### config.mk
export PLATFORM = sky130hd
export DESIGN_NAME = timer_calibration_averager
export DESIGN_NICKNAME = d
export VERILOG_FILES = /design/src/rtl/tca_pkg.sv /design/src/rtl/tca_div.sv /design/src/rtl/timer_calibration_averager.sv
export SDC_FILE = /design/constraint.sdc
export NUM_CORES = 1
export LEC_CHECK = 0
export BUFFER_PORTS_ARGS = -buffer_cell sky130_fd_sc_hd__buf_4
export CAP_MARGIN = 5
export CORE_UTILIZATION = 40
export CTS_BUF_LIST = sky130_fd_sc_hd__clkbuf_8 sky130_fd_sc_hd__clkbuf_16
export CTS_CLUSTER_SIZE = 30
export DETAILED_ROUTE_END_ITERATION = 12
export PLACE_DENSITY_LB_ADDON = 0.3
export REMOVE_ABC_BUFFERS = 1
export SLEW_MARGIN = 20
export SYNTH_ARGS = -nofsm -noshare
export SYNTH_HDL_FRONTEND = slang
export SYNTH_SLANG_ARGS = --single-unit
### constraint.sdc
create_clock -name clk -period 6.33 [get_ports clk]
set_input_delay 1.266 -clock clk [delete_from_list [all_inputs] [get_ports clk]]
set_output_delay 1.266 -clock clk [all_outputs]
set_load 0.1 [all_outputs]
### src/rtl/tca_pkg.sv
package tca_pkg;

  // event kinds carried on the input tuser
  localparam logic [1:0] EV_TICK   = 2'd0;
  localparam logic [1:0] EV_EXPIRY = 2'd1;
  localparam logic [1:0] EV_START  = 2'd2;

  // calibration status codes
  localparam logic [1:0] ST_ONGOING = 2'd0;
  localparam logic [1:0] ST_SUCCESS = 2'd1;
  localparam logic [1:0] ST_FAILED  = 2'd2;

  localparam int unsigned STAGE_W   = 10;
  localparam int unsigned TIMER_W   = 32;
  localparam int unsigned CYCLE_W   = 64;
  localparam int unsigned STATUS_W  = 2;
  localparam int unsigned IN_DATA_W = 96;
  localparam int unsigned OUT_DATA_W = 104;
  localparam int unsigned OUT_PAD_W = OUT_DATA_W - STATUS_W - TIMER_W - CYCLE_W;

  localparam logic [STAGE_W-1:0] STAGES_AT_RESET = 10'd100;

  // request from the sequencer to the shared divider
  typedef struct packed {
    logic start;
    logic narrow;  // 32 quotient bits instead of 64
  } div_req_t;

endpackage

### src/rtl/tca_div.sv
module tca_div (
  input  logic                           clk,
  input  logic                           rst,
  input  tca_pkg::div_req_t              req,
  input  logic [tca_pkg::CYCLE_W-1:0]    dividend,
  input  logic [tca_pkg::STAGE_W-1:0]    divisor,
  output logic                           done,
  output logic [tca_pkg::CYCLE_W-1:0]    quotient
);
  import tca_pkg::*;

  logic                 busy;
  logic [5:0]           cnt;
  logic [STAGE_W-1:0]   rem;
  logic [CYCLE_W-1:0]   quo;
  logic [STAGE_W:0]     trial;
  logic                 fits;
  logic [STAGE_W-1:0]   rem_next;

  // one restoring step: shift in the next dividend bit and try a subtract
  always_comb begin
    trial    = {rem, quo[CYCLE_W-1]};
    fits     = trial >= {1'b0, divisor};
    rem_next = fits ? STAGE_W'(trial - {1'b0, divisor}) : trial[STAGE_W-1:0];
  end

  // step counter and busy/done flags
  always_ff @(posedge clk) begin
    if (rst) begin
      busy <= 1'b0;
      done <= 1'b0;
    end else begin
      done <= 1'b0;
      if (req.start) begin
        busy <= 1'b1;
        cnt  <= req.narrow ? 6'd31 : 6'd63;
      end else if (busy) begin
        if (cnt == 6'd0) begin
          busy <= 1'b0;
          done <= 1'b1;
        end else begin
          cnt <= cnt - 6'd1;
        end
      end
    end
  end

  // datapath, quotient bits enter from the bottom msb first
  always_ff @(posedge clk) begin
    if (req.start) begin
      rem <= '0;
      quo <= dividend;
    end else if (busy) begin
      rem <= rem_next;
      quo <= {quo[CYCLE_W-2:0], fits};
    end
  end

  assign quotient = quo;

endmodule

### src/rtl/timer_calibration_averager.sv
// start, expiry and counting ticks pass from acceptance to S_DONE and then to the output
// register, which loads once the output is free; an averaging tick runs 64 steps of the
// shared radix-2 divider for the cycle average, then 32 steps for the timer average
// throughput: one event at a time, tready is high only while the sequencer is idle
// reset: synchronous active-high rst clears stage, status, captures and averages to 0
// and sets total_stages to 100
module timer_calibration_averager (
  input  logic                              clk,
  input  logic                              rst,
  input  logic                              cfg_wr_en,
  input  logic [tca_pkg::STAGE_W-1:0]       cfg_wr_data,   // total_stages
  input  logic                              s_axis_tvalid,
  output logic                              s_axis_tready,
  input  logic [tca_pkg::IN_DATA_W-1:0]     s_axis_tdata,  // timer_count, cycle_count
  input  logic [1:0]                        s_axis_tuser,  // func
  output logic                              m_axis_tvalid,
  input  logic                              m_axis_tready,
  output logic [tca_pkg::OUT_DATA_W-1:0]    m_axis_tdata   // status, avg_timer_ticks,
                                                           // avg_cycles, zero pad
);
  import tca_pkg::*;

  localparam logic [1:0] S_IDLE    = 2'd0;
  localparam logic [1:0] S_DIV_CYC = 2'd1;
  localparam logic [1:0] S_DIV_TMR = 2'd2;
  localparam logic [1:0] S_DONE    = 2'd3;

  logic [1:0]          state;
  logic [STAGE_W-1:0]  total_stages;
  logic [STAGE_W-1:0]  stage;
  logic [1:0]          cal_status;
  logic [TIMER_W-1:0]  first_timer;
  logic [CYCLE_W-1:0]  first_cycles;
  logic [TIMER_W-1:0]  avg_timer;
  logic [CYCLE_W-1:0]  avg_cyc;
  logic [TIMER_W-1:0]  dt_hold;

  logic                s_accept;
  logic [TIMER_W-1:0]  in_timer;
  logic [CYCLE_W-1:0]  in_cycles;
  logic                avg_tick;
  logic [CYCLE_W-1:0]  dc;

  div_req_t            div_req;
  logic [CYCLE_W-1:0]  div_dividend;
  logic                div_done;
  logic [CYCLE_W-1:0]  div_quo;

  assign s_axis_tready = (state == S_IDLE);
  assign s_accept      = s_axis_tvalid && s_axis_tready;
  assign in_timer      = s_axis_tdata[TIMER_W-1:0];
  assign in_cycles     = s_axis_tdata[TIMER_W +: CYCLE_W];
  assign avg_tick      = (s_axis_tuser == EV_TICK) && (stage >= total_stages);
  assign dc            = in_cycles - first_cycles;

  // divider requests: cycle average first, timer average after it
  always_comb begin
    div_req.start  = (s_accept && avg_tick) || ((state == S_DIV_CYC) && div_done);
    div_req.narrow = (state == S_DIV_CYC);
    div_dividend   = (state == S_IDLE) ? dc : {dt_hold, {TIMER_W{1'b0}}};
  end

  tca_div u_div (
    .clk      (clk),
    .rst      (rst),
    .req      (div_req),
    .dividend (div_dividend),
    .divisor  (total_stages),
    .done     (div_done),
    .quotient (div_quo)
  );

  // configuration register
  always_ff @(posedge clk) begin
    if (rst) begin
      total_stages <= STAGES_AT_RESET;
    end else if (cfg_wr_en) begin
      total_stages <= cfg_wr_data;
    end
  end

  // sequencer and calibration state
  always_ff @(posedge clk) begin
    if (rst) begin
      state        <= S_IDLE;
      stage        <= '0;
      cal_status   <= ST_ONGOING;
      first_timer  <= '0;
      first_cycles <= '0;
      avg_timer    <= '0;
      avg_cyc      <= '0;
    end else begin
      unique case (state)
        S_IDLE: begin
          if (s_accept) begin
            state <= S_DONE;
            case (s_axis_tuser)
              EV_TICK: begin
                if (avg_tick) begin
                  state   <= S_DIV_CYC;
                  dt_hold <= first_timer - in_timer;
                  if (cal_status == ST_ONGOING) begin
                    cal_status <= ST_SUCCESS;
                  end
                end else begin
                  if (stage == '0) begin
                    first_timer  <= in_timer;
                    first_cycles <= in_cycles;
                  end
                  stage <= stage + STAGE_W'(1);
                end
              end
              EV_EXPIRY: begin
                if (cal_status == ST_ONGOING) begin
                  cal_status <= ST_FAILED;
                end
              end
              EV_START: begin
                stage      <= '0;
                cal_status <= ST_ONGOING;
              end
              default: ;
            endcase
          end
        end
        S_DIV_CYC: begin
          if (div_done) begin
            avg_cyc <= div_quo;
            state   <= S_DIV_TMR;
          end
        end
        S_DIV_TMR: begin
          if (div_done) begin
            avg_timer <= div_quo[TIMER_W-1:0];
            state     <= S_DONE;
          end
        end
        S_DONE: begin
          if (!m_axis_tvalid || m_axis_tready) begin
            state <= S_IDLE;
          end
        end
        default: state <= S_IDLE;
      endcase
    end
  end

  // output register
  always_ff @(posedge clk) begin
    if (rst) begin
      m_axis_tvalid <= 1'b0;
    end else if ((state == S_DONE) && (!m_axis_tvalid || m_axis_tready)) begin
      m_axis_tvalid <= 1'b1;
    end else if (m_axis_tready) begin
      m_axis_tvalid <= 1'b0;
    end
  end

  always_ff @(posedge clk) begin
    if ((state == S_DONE) && (!m_axis_tvalid || m_axis_tready)) begin
      m_axis_tdata <= {{OUT_PAD_W{1'b0}}, avg_cyc, avg_timer, cal_status};
    end
  end

  // checks
  a_done_in_div: assert property (@(posedge clk) disable iff (rst)
    div_done |-> (state == S_DIV_CYC || state == S_DIV_TMR))
    else $error("divider finished outside a divide phase");

  a_short_event: assert property (@(posedge clk) disable iff (rst)
    (s_accept && !avg_tick) |=> (state == S_DONE))
    else $error("non-averaging event did not go straight to output");

  a_status_code: assert property (@(posedge clk) disable iff (rst)
    cal_status != 2'd3)
    else $error("calibration status holds an unused code");

  a_avg_starts_div: assert property (@(posedge clk) disable iff (rst)
    (s_accept && avg_tick) |=> (state == S_DIV_CYC && !div_done))
    else $error("averaging tick did not start the cycle divide");

endmodule
* Word level (Yosys, flattened, before mapping)
Index checks and enable logic that the tools add are counted.
** Storage, ports and cells
- Register bits after elaboration :: 429
** Operators by class
- $add $sub $neg :: 5
- Magnitude comparators :: 2
- Equal/unequal tests :: 14
- Mux-type cells :: 27
- Bitwise gates (word level) :: 3
- Reduce and logical (&&, ||, !) cells :: 26
** Operators by type and width (count)
- 2-to-1 mux 64 bit :: 3
- subtractor 64 bit :: 1
- subtractor 32 bit :: 1
- 2-to-1 mux 6 bit :: 4
- 2-to-1 mux 10 bit :: 2
- one-hot mux 10 bit (2 select lines) :: 1
- 2-to-1 mux 2 bit :: 9
- inequality test 2 bit (second input constant) :: 6
- >= comparator 11 x 10 -> 1 bit :: 1
- adder 10 x 1 -> 10 bit (second input constant) :: 1
- >= comparator 10 bit :: 1
- zero test 10 bit :: 1
- AND reduction 5 bit :: 2
- subtractor 10 bit :: 1
- one-hot mux 2 bit (4 select lines) :: 1
- AND reduction 4 bit :: 2
- equality test 2 bit (second input constant) :: 3
- zero test 2 bit :: 3
- zero test 6 bit :: 1
- 2-to-1 mux 1 bit :: 6
- inequality test 2 x 1 -> 1 bit (second input constant) :: 3
- one-hot mux 2 bit (3 select lines) :: 1
- AND reduction 6 bit :: 1
- nonzero test 2 bit :: 3
- other kinds (10) :: 19

* Logic depth before layout (Yosys ltp)
Gate-level depths: netlist (run 1).
- Depth in word-level cells :: 6
- Depth in mapped cells :: 15
- Mapped depth without buffers :: 13

* Hierarchy
A second synthesis (run 1) with hierarchy kept.
** Second synthesis, totals
- Cell total of the unflattened synthesis :: 2392
- Area total of the unflattened synthesis :: 22141.2 um^2
** By module, submodules not included
- timer_calibration_averager :: instances 1, cells each 2106, area each 18126.1 um^2
- tca_div :: instances 1, cells each 286, area each 4015.1 um^2

* Worst setup path after synthesis (run 1)
OpenSTA, ideal clock, no wires.
- Path type :: input-to-reg
- From :: input port m_axis_tready
- To :: register m_axis_tdata[0] (netlist name), enable pin
- Data arrival time :: 5.680 ns
- Required time :: 5.763 ns
- Path slack :: 0.083 ns
- Stages :: 2
- Path buffers :: 0
- Path through :: nor2b_1 > nor2b_1
** On the way
- Longest elaborated chain between the ends :: 2
** Ends and longest elaborated chain
- start, declared :: RTL line timer_calibration_averager.sv:17 : input logic m_axis_tready,
- logical OR 1 bit :: RTL line timer_calibration_averager.sv:160 : if ((state == S_DONE) && (!m_axis_tvalid || m_axis_tready)) begin
- logical AND 1 bit :: RTL line timer_calibration_averager.sv:160
- end signal, assigned :: RTL line timer_calibration_averager.sv:161 : m_axis_tdata <= {{OUT_PAD_W{1'b0}}, avg_cyc, avg_timer, cal_status};
- end, declared :: RTL line timer_calibration_averager.sv:18 : output logic [tca_pkg::OUT_DATA_W-1:0] m_axis_tdata
No other way between the ends.
A chain may end at the register's enable or synchronous reset.

* Final worst setup path (run 1)
- From :: register stage[0]
- To :: register u_div.quo[29], in the netlist u_div.quotient[29] (data pin)
** On the way
- Longest elaborated chain between the ends :: 5
** Ends and longest elaborated chain
- start, declared :: RTL line timer_calibration_averager.sv:30 : logic [STAGE_W-1:0] stage;
- start signal, assigned :: RTL line timer_calibration_averager.sv:110 : stage <= stage + STAGE_W'(1);
- >= comparator 10 bit :: RTL line timer_calibration_averager.sv:53 : assign avg_tick = (s_axis_tuser == EV_TICK) && (stage >= total_stages);
- logical AND 1 bit :: RTL line timer_calibration_averager.sv:53
- logical AND 1 bit :: RTL line timer_calibration_averager.sv:58 : div_req.start = (s_accept && avg_tick) || ((state == S_DIV_CYC) && div_done);
- logical OR 1 bit :: RTL line timer_calibration_averager.sv:58
- 2-to-1 mux 64 bit :: RTL line tca_div.sv:50 : if (req.start) begin
- end signal, assigned :: RTL line tca_div.sv:52 : quo <= dividend;
- end signal, assigned :: RTL line tca_div.sv:55 : quo <= {quo[CYCLE_W-2:0], fits};
- end, declared :: RTL line tca_div.sv:15 : logic [CYCLE_W-1:0] quo;
No other way between the ends.

==> metrics, run 1 <==
critical path startpoint category=flop; Leakage Power=0.00994 µW; Min-Delay Path Class=reg -> reg; fmax=0.233 GHz; Final nets=2,833; Setup Skew=~29 ps; wire length of the first global-routing pass=between 90 and 100 mm; hold_ws=approximately 420 ps; FF+latch count, synth=roughly 430; worst-case vdd ir drop=roughly 170 µV; TritonCTS clock tree=built; hold path depth=0; worst path required time=roughly 6600 ps; CP Max Fanout=24; clock-pin slew on the worst setup and hold paths=approximately 60 ps; max-cap violation count=0; total of warnings raised by yosys=0; total power=approximately 8000 µW; met1 GRT Util=roughly 28%; largest net degree at the start of global routing=approximately 80; setup violators final=0; Num CTS Buffers=47; PortBufs=~210; CTS H-Tree Depth=2; GRT overflow=0; fillcell total=between 5k and 6k; Worst R2R Path Depth=12; initial antenna violation count=4; Iteration-0 DRC Markers=~1.1k; Worst Path Arrival=approximately 4600 ps; number of flops mapped to enable cells by yosys=200; maximum buffer depth of the clock tree=3; register area share after synthesis=a little under 50%; async set-reset flop share out of synthesis=0%; Area after DPL=about 24,000 µm²; CP peak stage delay=about 610 ps; Crit path top cell by count=nand2_1; synth unique cells=73; FF+latch area=between 10,000 and 15,000 µm²; CTS sink cnt=~430; Crit Path Class=reg -> reg; Tcrit/Tclk final=roughly two thirds; crit end category=flop; endpoints failing hold=0; Die ar.=55,500 µm²; Least-Margin Pin Slew=965 ps; Initial Util=between 40% and 50%; final WL=just under 60 mm; Vias=17.7k; vias per cell=5.31; relative slew slack=35.7%; Horiz. Die Dim=roughly 240 µm; hpwl dp=about 42 mm; Final Wtd Congestion=~0.93; area delta synth->final=17.2%; Syn Inst Count=between 2k and 2.5k; clk root buf=clkbuf_16; TritonRoute pass-1 iters=5; average cell area after synthesis=between 8 and 9 µm²; worst skew pair latency=about 600 ps; layout cells sized above 1=12.6%; grt peak-use layer=met2; final design area excluding fillers=25,600 µm²; drt wl/cell=17.5 µm; hold buffers post-CTS=0; post-CTS resize count=0; sum of negative setup slack=0 ps; Post-CTS Setup Repair Bufs=0; DRC errors left=0; fin crit period=between 4000 and 5000 ps; area of the multi-input gates=between 10,000 and 15,000 µm²; chip height=around 240 µm; Synth Flop Type=dfxtp_1; IO Count=between 200 and 250; vias in the first global route=~17k; synthesized area=21,800 µm²; final antenna-violating net count=0; critical path cell sequence=inv_1 > ha_1 > nand2b_1 > a21o_1 > a21oi_1 > o21ai_1 > a221o_1 > a2bb2oi_1 > nand2_1 > buf_4 > nand2_1 > o21ai_0; num rows=85; Final Util=a little under half; Total GRT Usage=between 20% and 30%; Cell Pwr Density=~310 nW/µm²; CP max-delay cell=nand2_1; status=finished clean; grt met3 use=under 10%; core area=53,900 µm²; RSZ-0062 raised after global routing=no; met2 Resource Use GR=34.0%; Slew Limit Fails=0
==> flip-flops by register name (all words and copies together), names as in the netlist <==
signal	cells
first_timer	32
avg_timer	32
dt_hold	32
u_div.cnt	6
u_div.rem	10
m_axis_tdata	98
stage	10
state	2
total_stages	10
avg_cyc	64
u_div.busy	1
u_div.quotient	64
cal_status	2
u_div.done	1
first_cycles	64
m_axis_tvalid	1
==> worst max-delay path: cells and delay by family (launching register included) <==
family | cells | cell delay (ps)
AOI/OAI and AO/OA | 6 | 1560
adders and majority gates | 1 | 280
buffers and inverters | 2 | 560
DFF | 1 | 420
and+or+nand+nor | 3 | 1190
==> synthesized netlist by cell type, types with 5 or more instances <==
| library cell | n | area, µm² |
|---|---|---|
| a211o_1 | 6 | 52.6 |
| a211oi_1 | 12 | 90.1 |
| a21boi_0 | 6 | 45.0 |
| a21o_1 | 50 | 375 |
| a21oi_1 | 350 | 1750 |
| a31oi_1 | 16 | 100 |
| and2_1 | 7 | 43.8 |
| and3_1 | 29 | 181 |
| and4_1 | 5 | 43.8 |
| buf_2 | 22 | 110 |
| buf_4 | 8 | 60.1 |
| clkbuf_1 | 99 | 372 |
| dfxtp_1 | 229 | 4580 |
| edfxtp_1 | 200 | 6010 |
| ha_1 | 127 | 1590 |
| inv_1 | 142 | 533 |
| mux2i_1 | 21 | 210 |
| nand2_1 | 542 | 2030 |
| nand2b_1 | 16 | 100 |
| nand3_1 | 30 | 150 |
| nand4_1 | 30 | 188 |
| nor2_1 | 99 | 372 |
| nor2b_1 | 18 | 113 |
| nor3_1 | 30 | 150 |
| nor4_1 | 7 | 43.8 |
| o211ai_1 | 13 | 97.6 |
| o21a_1 | 12 | 90.1 |
| o21ai_0 | 88 | 440 |
| o21ai_1 | 5 | 25.0 |
| o21bai_1 | 20 | 150 |
| o31ai_1 | 25 | 188 |
| or3_1 | 11 | 68.8 |
| xnor2_1 | 56 | 490 |
| xor2_1 | 40 | 350 |
==> per-stage QoR <==
stage	worst slack, ps	cells
floorplan	12.3	2312
global placement	1730	3237
detailed placement	1660	3237
CTS	1940	3325
global route	1750	3326
finish	2050	3326
==> cell families (layout without fill, tap and decap cells) <==
family	Yosys count	count (layout)	synth area share (%)
AOI/OAI and AO/OA	646	646	17.4
xor gates and xnor gates	96	96	3.85
adders and majority gates	130	130	7.55
buffers and inverters	275	459	5.00
DFF	429	429	48.5
muxes	24	24	1.13
other	1	7	0.0172
and+or+nand+nor	839	839	16.5
==> per-layer routing <==
layer	up-vias	part of all wire (%)
li1	8776	-
met1	8363	46
met2	426	46
met3	99	5.1
met4	6	3.1
met5	-	0.060
==> cell type report <==
cell class | count | area share [%]
clock inverter | 36 | 1.58
antenna | 1 | 0.00978
timing repair buffer | 229 | 6.73
tap | 696 | 3.40
inverter | 142 | 2.08
sequential | 429 | 41.4
clock buffer | 52 | 4.91
multi-input combinational | 1741 | 39.9
==> final timing paths <==
check                            end  slack [ps]        start
setup reg to reg  u_div.quotient[29]        2050     stage[0]
setup / recovery  u_div.quotient[29]        2050     stage[0]
hold / removal      m_axis_tdata[52]         420  avg_cyc[18]
hold reg to reg     m_axis_tdata[52]         420  avg_cyc[18]
==> layout by cell type, fill, tap and decap left out, drive strengths merged, types with 11 or more instances in the layout <==
cell    instances
nand2         542
a21oi         351
dfxtp         229
buf           229
edfxtp        200
inv           151
ha            127
nor2           99
o21ai          95
xnor2          56
clkbuf         52
a21o           50
xor2           40
nand4          30
nand3          30
nor3           30
and3           29
o31ai          25
mux2i          22
o21bai         20
nor2b          18
a31oi          16
nand2b         16
clkinv         15
a211oi         14
o211ai         13
o21a           12
or3            11
==> power by group <==
part           internal (µW)  leakage, µW  total, µW  switching (µW)
logic                    550      0.00542       1930            1380
registers               3050      0.00369       3110            62.7
clock network           1760     0.000832       2910            1150
No activity file was read; power rests on OpenSTA's default activity.
==> run 2, diff against run 1 <==
==> constraint.sdc (replaced) <==
create_clock -name clk -period 3.8 [get_ports clk]
set_input_delay 0.76 -clock clk [delete_from_list [all_inputs] [get_ports clk]]
set_output_delay 0.76 -clock clk [all_outputs]
set_load 0.1 [all_outputs]
==> run 2 against run 1 <==
Compared with the run above: non-clock buffer count is 46 higher; sequential power is 67% higher; critical path depth is 2 higher; critical path type unchanged; via count is 0.35% higher; sequential share of layout area is 0.56 points lower; cell count is 1.4% higher; clock-buffer cell count is 3 higher.
==> metrics, run 2 (same netlist as run 1, synthesis figures left out) <==
status=finished clean; Crit path top cell by count=buf_4; Leakage Power=0.0101 µW (+2.0%); largest net degree at the start of global routing=98 (+26%); fin crit period=3380 ps (-908 ps); post-CTS resize count=0 (unchanged); top sig layer=met4; worst-case vdd ir drop=316 µV (+91%); maximum buffer depth of the clock tree=3 (unchanged); CTS sink cnt=429 (unchanged); Vias=17.7k (+0.35%); fmax=0.296 GHz (+27%); num rows=85 (unchanged); most frequent cells in the layout=nand2_1 (541), a21oi_1 (350), buf_4 (266); final WL=58.4 mm (+0.68%); Tcrit/Tclk final=88.9% (+21 points); Cell Pwr Density=504 nW/µm² (+62%); hold_ws=404 ps (-15.4 ps); Worst Path Arrival=3690 ps (-890 ps); CP max-delay cell=a2111oi_0; vias in the first global route=17.3k (+0.25%); Final Wtd Congestion=0.918 (-0.87%); Num CTS Buffers=47 (unchanged); PortBufs=212 (unchanged); vias per cell=5.26 (-1.0%); post-route setup slack=423 ps (-1620 ps); DR WL met3=2.63 mm (-10%); relative slew slack=33.5% (-2.2 points); Crit Path Class=reg -> reg; Reg with most FFs=m_axis_tdata; reg-to-reg startpoint=first_cycles[0]; critical path startpoint category=flop; Setup Skew=8.85 ps (-19.8 ps); clock-pin slew on the worst setup and hold paths=60 ps (about the same); Worst Setup SP=first_cycles[0]; CP delay by family, top=compound AO/OA/AOI/OAI gates; TritonCTS clock tree=built; core area=53,900 µm² (unchanged); Slew Limit Fails=0 (unchanged); final antenna-violating net count=0 (unchanged); area delta synth->final=18.8%; worst skew pair latency=580 ps (about the same); CP Max Fanout=3 (-88%); Least-Margin Pin Slew=997 ps (+32.5 ps); CP peak stage delay=480 ps (-130 ps); max reg flops=98 (unchanged); DRC errors left=0 (unchanged); endpoints failing hold=0 (unchanged); TritonRoute pass-1 iters=5 (unchanged); CP Buf/Inv Count=3 (+1); layout cells sized above 1=14.1% (+1.5 points); IO Count=219 (unchanged); wire length of the first global-routing pass=92.9 mm (+0.35%); WL met2=28.0 mm (+4.7%); Horiz. Die Dim=236 µm (unchanged); clk root buf=clkbuf_16; GRT overflow=0 (unchanged); Iteration-0 DRC Markers=1,098 (-0.18%); setup violators final=0 (unchanged); worst path required time=4110 ps (-2510 ps); Hold Path Origin=cfg_wr_data[2]; drt wl/cell=17.3 µm (-0.70%); Total GRT Usage=20.8% (+0.067 points); hold buffers post-CTS=0 (unchanged); Final nets=2,879 (+1.6%); chip height=236 µm (unchanged); Die ar.=55,500 µm² (unchanged); reg2reg setup slack=420 ps (-1620 ps); CTS H-Tree Depth=2 (unchanged); max-cap violation count=0 (unchanged); Initial Util=40.5% (unchanged); commonest non-fill, non-tap cell in the layout=nand2_1; M1 WL=26.5 mm (-0.23%); post-place setup slack=-115 ps (-1780 ps); Post-CTS Setup Repair Bufs=0 (unchanged); initial antenna violation count=2 (-2); crit end category=flop; hpwl dp=42.7 mm (+1.7%); critical path cell sequence=ha_1 > fa_1 > nand2b_1 > a21oi_1 > buf_4 > o211ai_1 > a31oi_1 > buf_4 > a2111oi_0 > nor2_1 > buf_4 > a41oi_1 > xor2_1 > o21ai_0; RSZ-0062 raised after global routing=no; Min-Delay Path Class=in -> reg
[run 2: worst register-to-register path: cells and delay by family, from the launching register on]
| kind | cells | cell delay, ps |
|---|---|---|
| buf+inv | 3 | 510 |
| simple gates | 2 | 330 |
| compound gates | 6 | 1350 |
| fa+ha+maj | 2 | 370 |
| flops | 1 | 370 |
| xor+xnor | 1 | 170 |
[run 2: power breakdown]
part / internal, µW / total [µW] / switching (µW)
combinational: 982 / 3310 / 2330
sequential: 5080 / 5180 / 104
clock: 2690 / 4590 / 1900
[run 2: through the flow]
stage | utilization, % | setup TNS [ps] | area, µm² | instances | power (µW)
5_1_grt | 48.1 | 0 | 25900 | 3372 | 13600
2_1_floorplan | - | -548520 | 21300 | 2312 | 7580
3_3_place_gp | 45.2 | -99.5 | 24400 | 3283 | 8530
6_report | 48.1 | 0 | 25900 | 3372 | 13100
3_5_place_dp | 45.2 | -270 | 24400 | 3283 | 8580
4_1_cts | 48.1 | 0 | 25900 | 3370 | 13200
[run 2: cell type report]
type | count | area (µm²)
antenna | 2 | 5.00
tap | 696 | 871
multi-input combinational | 1741 | 10200
sequential | 429 | 10600
clock inverter | 32 | 259
fill | 5079 | 28000
inverter | 142 | 533
timing repair buffer | 275 | 2160
clock buffer | 55 | 1320
[run 2: path summary, 6_finish.rpt]
path | end | depth (start not counted)
max reg2reg | u_div.quotient[60] | 14
min reg2reg | m_axis_tdata[7] | 0
min | total_stages[2] | 3
max | u_div.quotient[60] | 14
[run 2: layer usage]
| layer | vias up | track usage (%) |
|---|---|---|
| met5 | - | 0 |
| met3 | 72 | 2.72 |
| li1 | 8867 | - |
| met4 | 0 | 5.49 |
| met1 | 8346 | 27.8 |
| met2 | 446 | 35.3 |
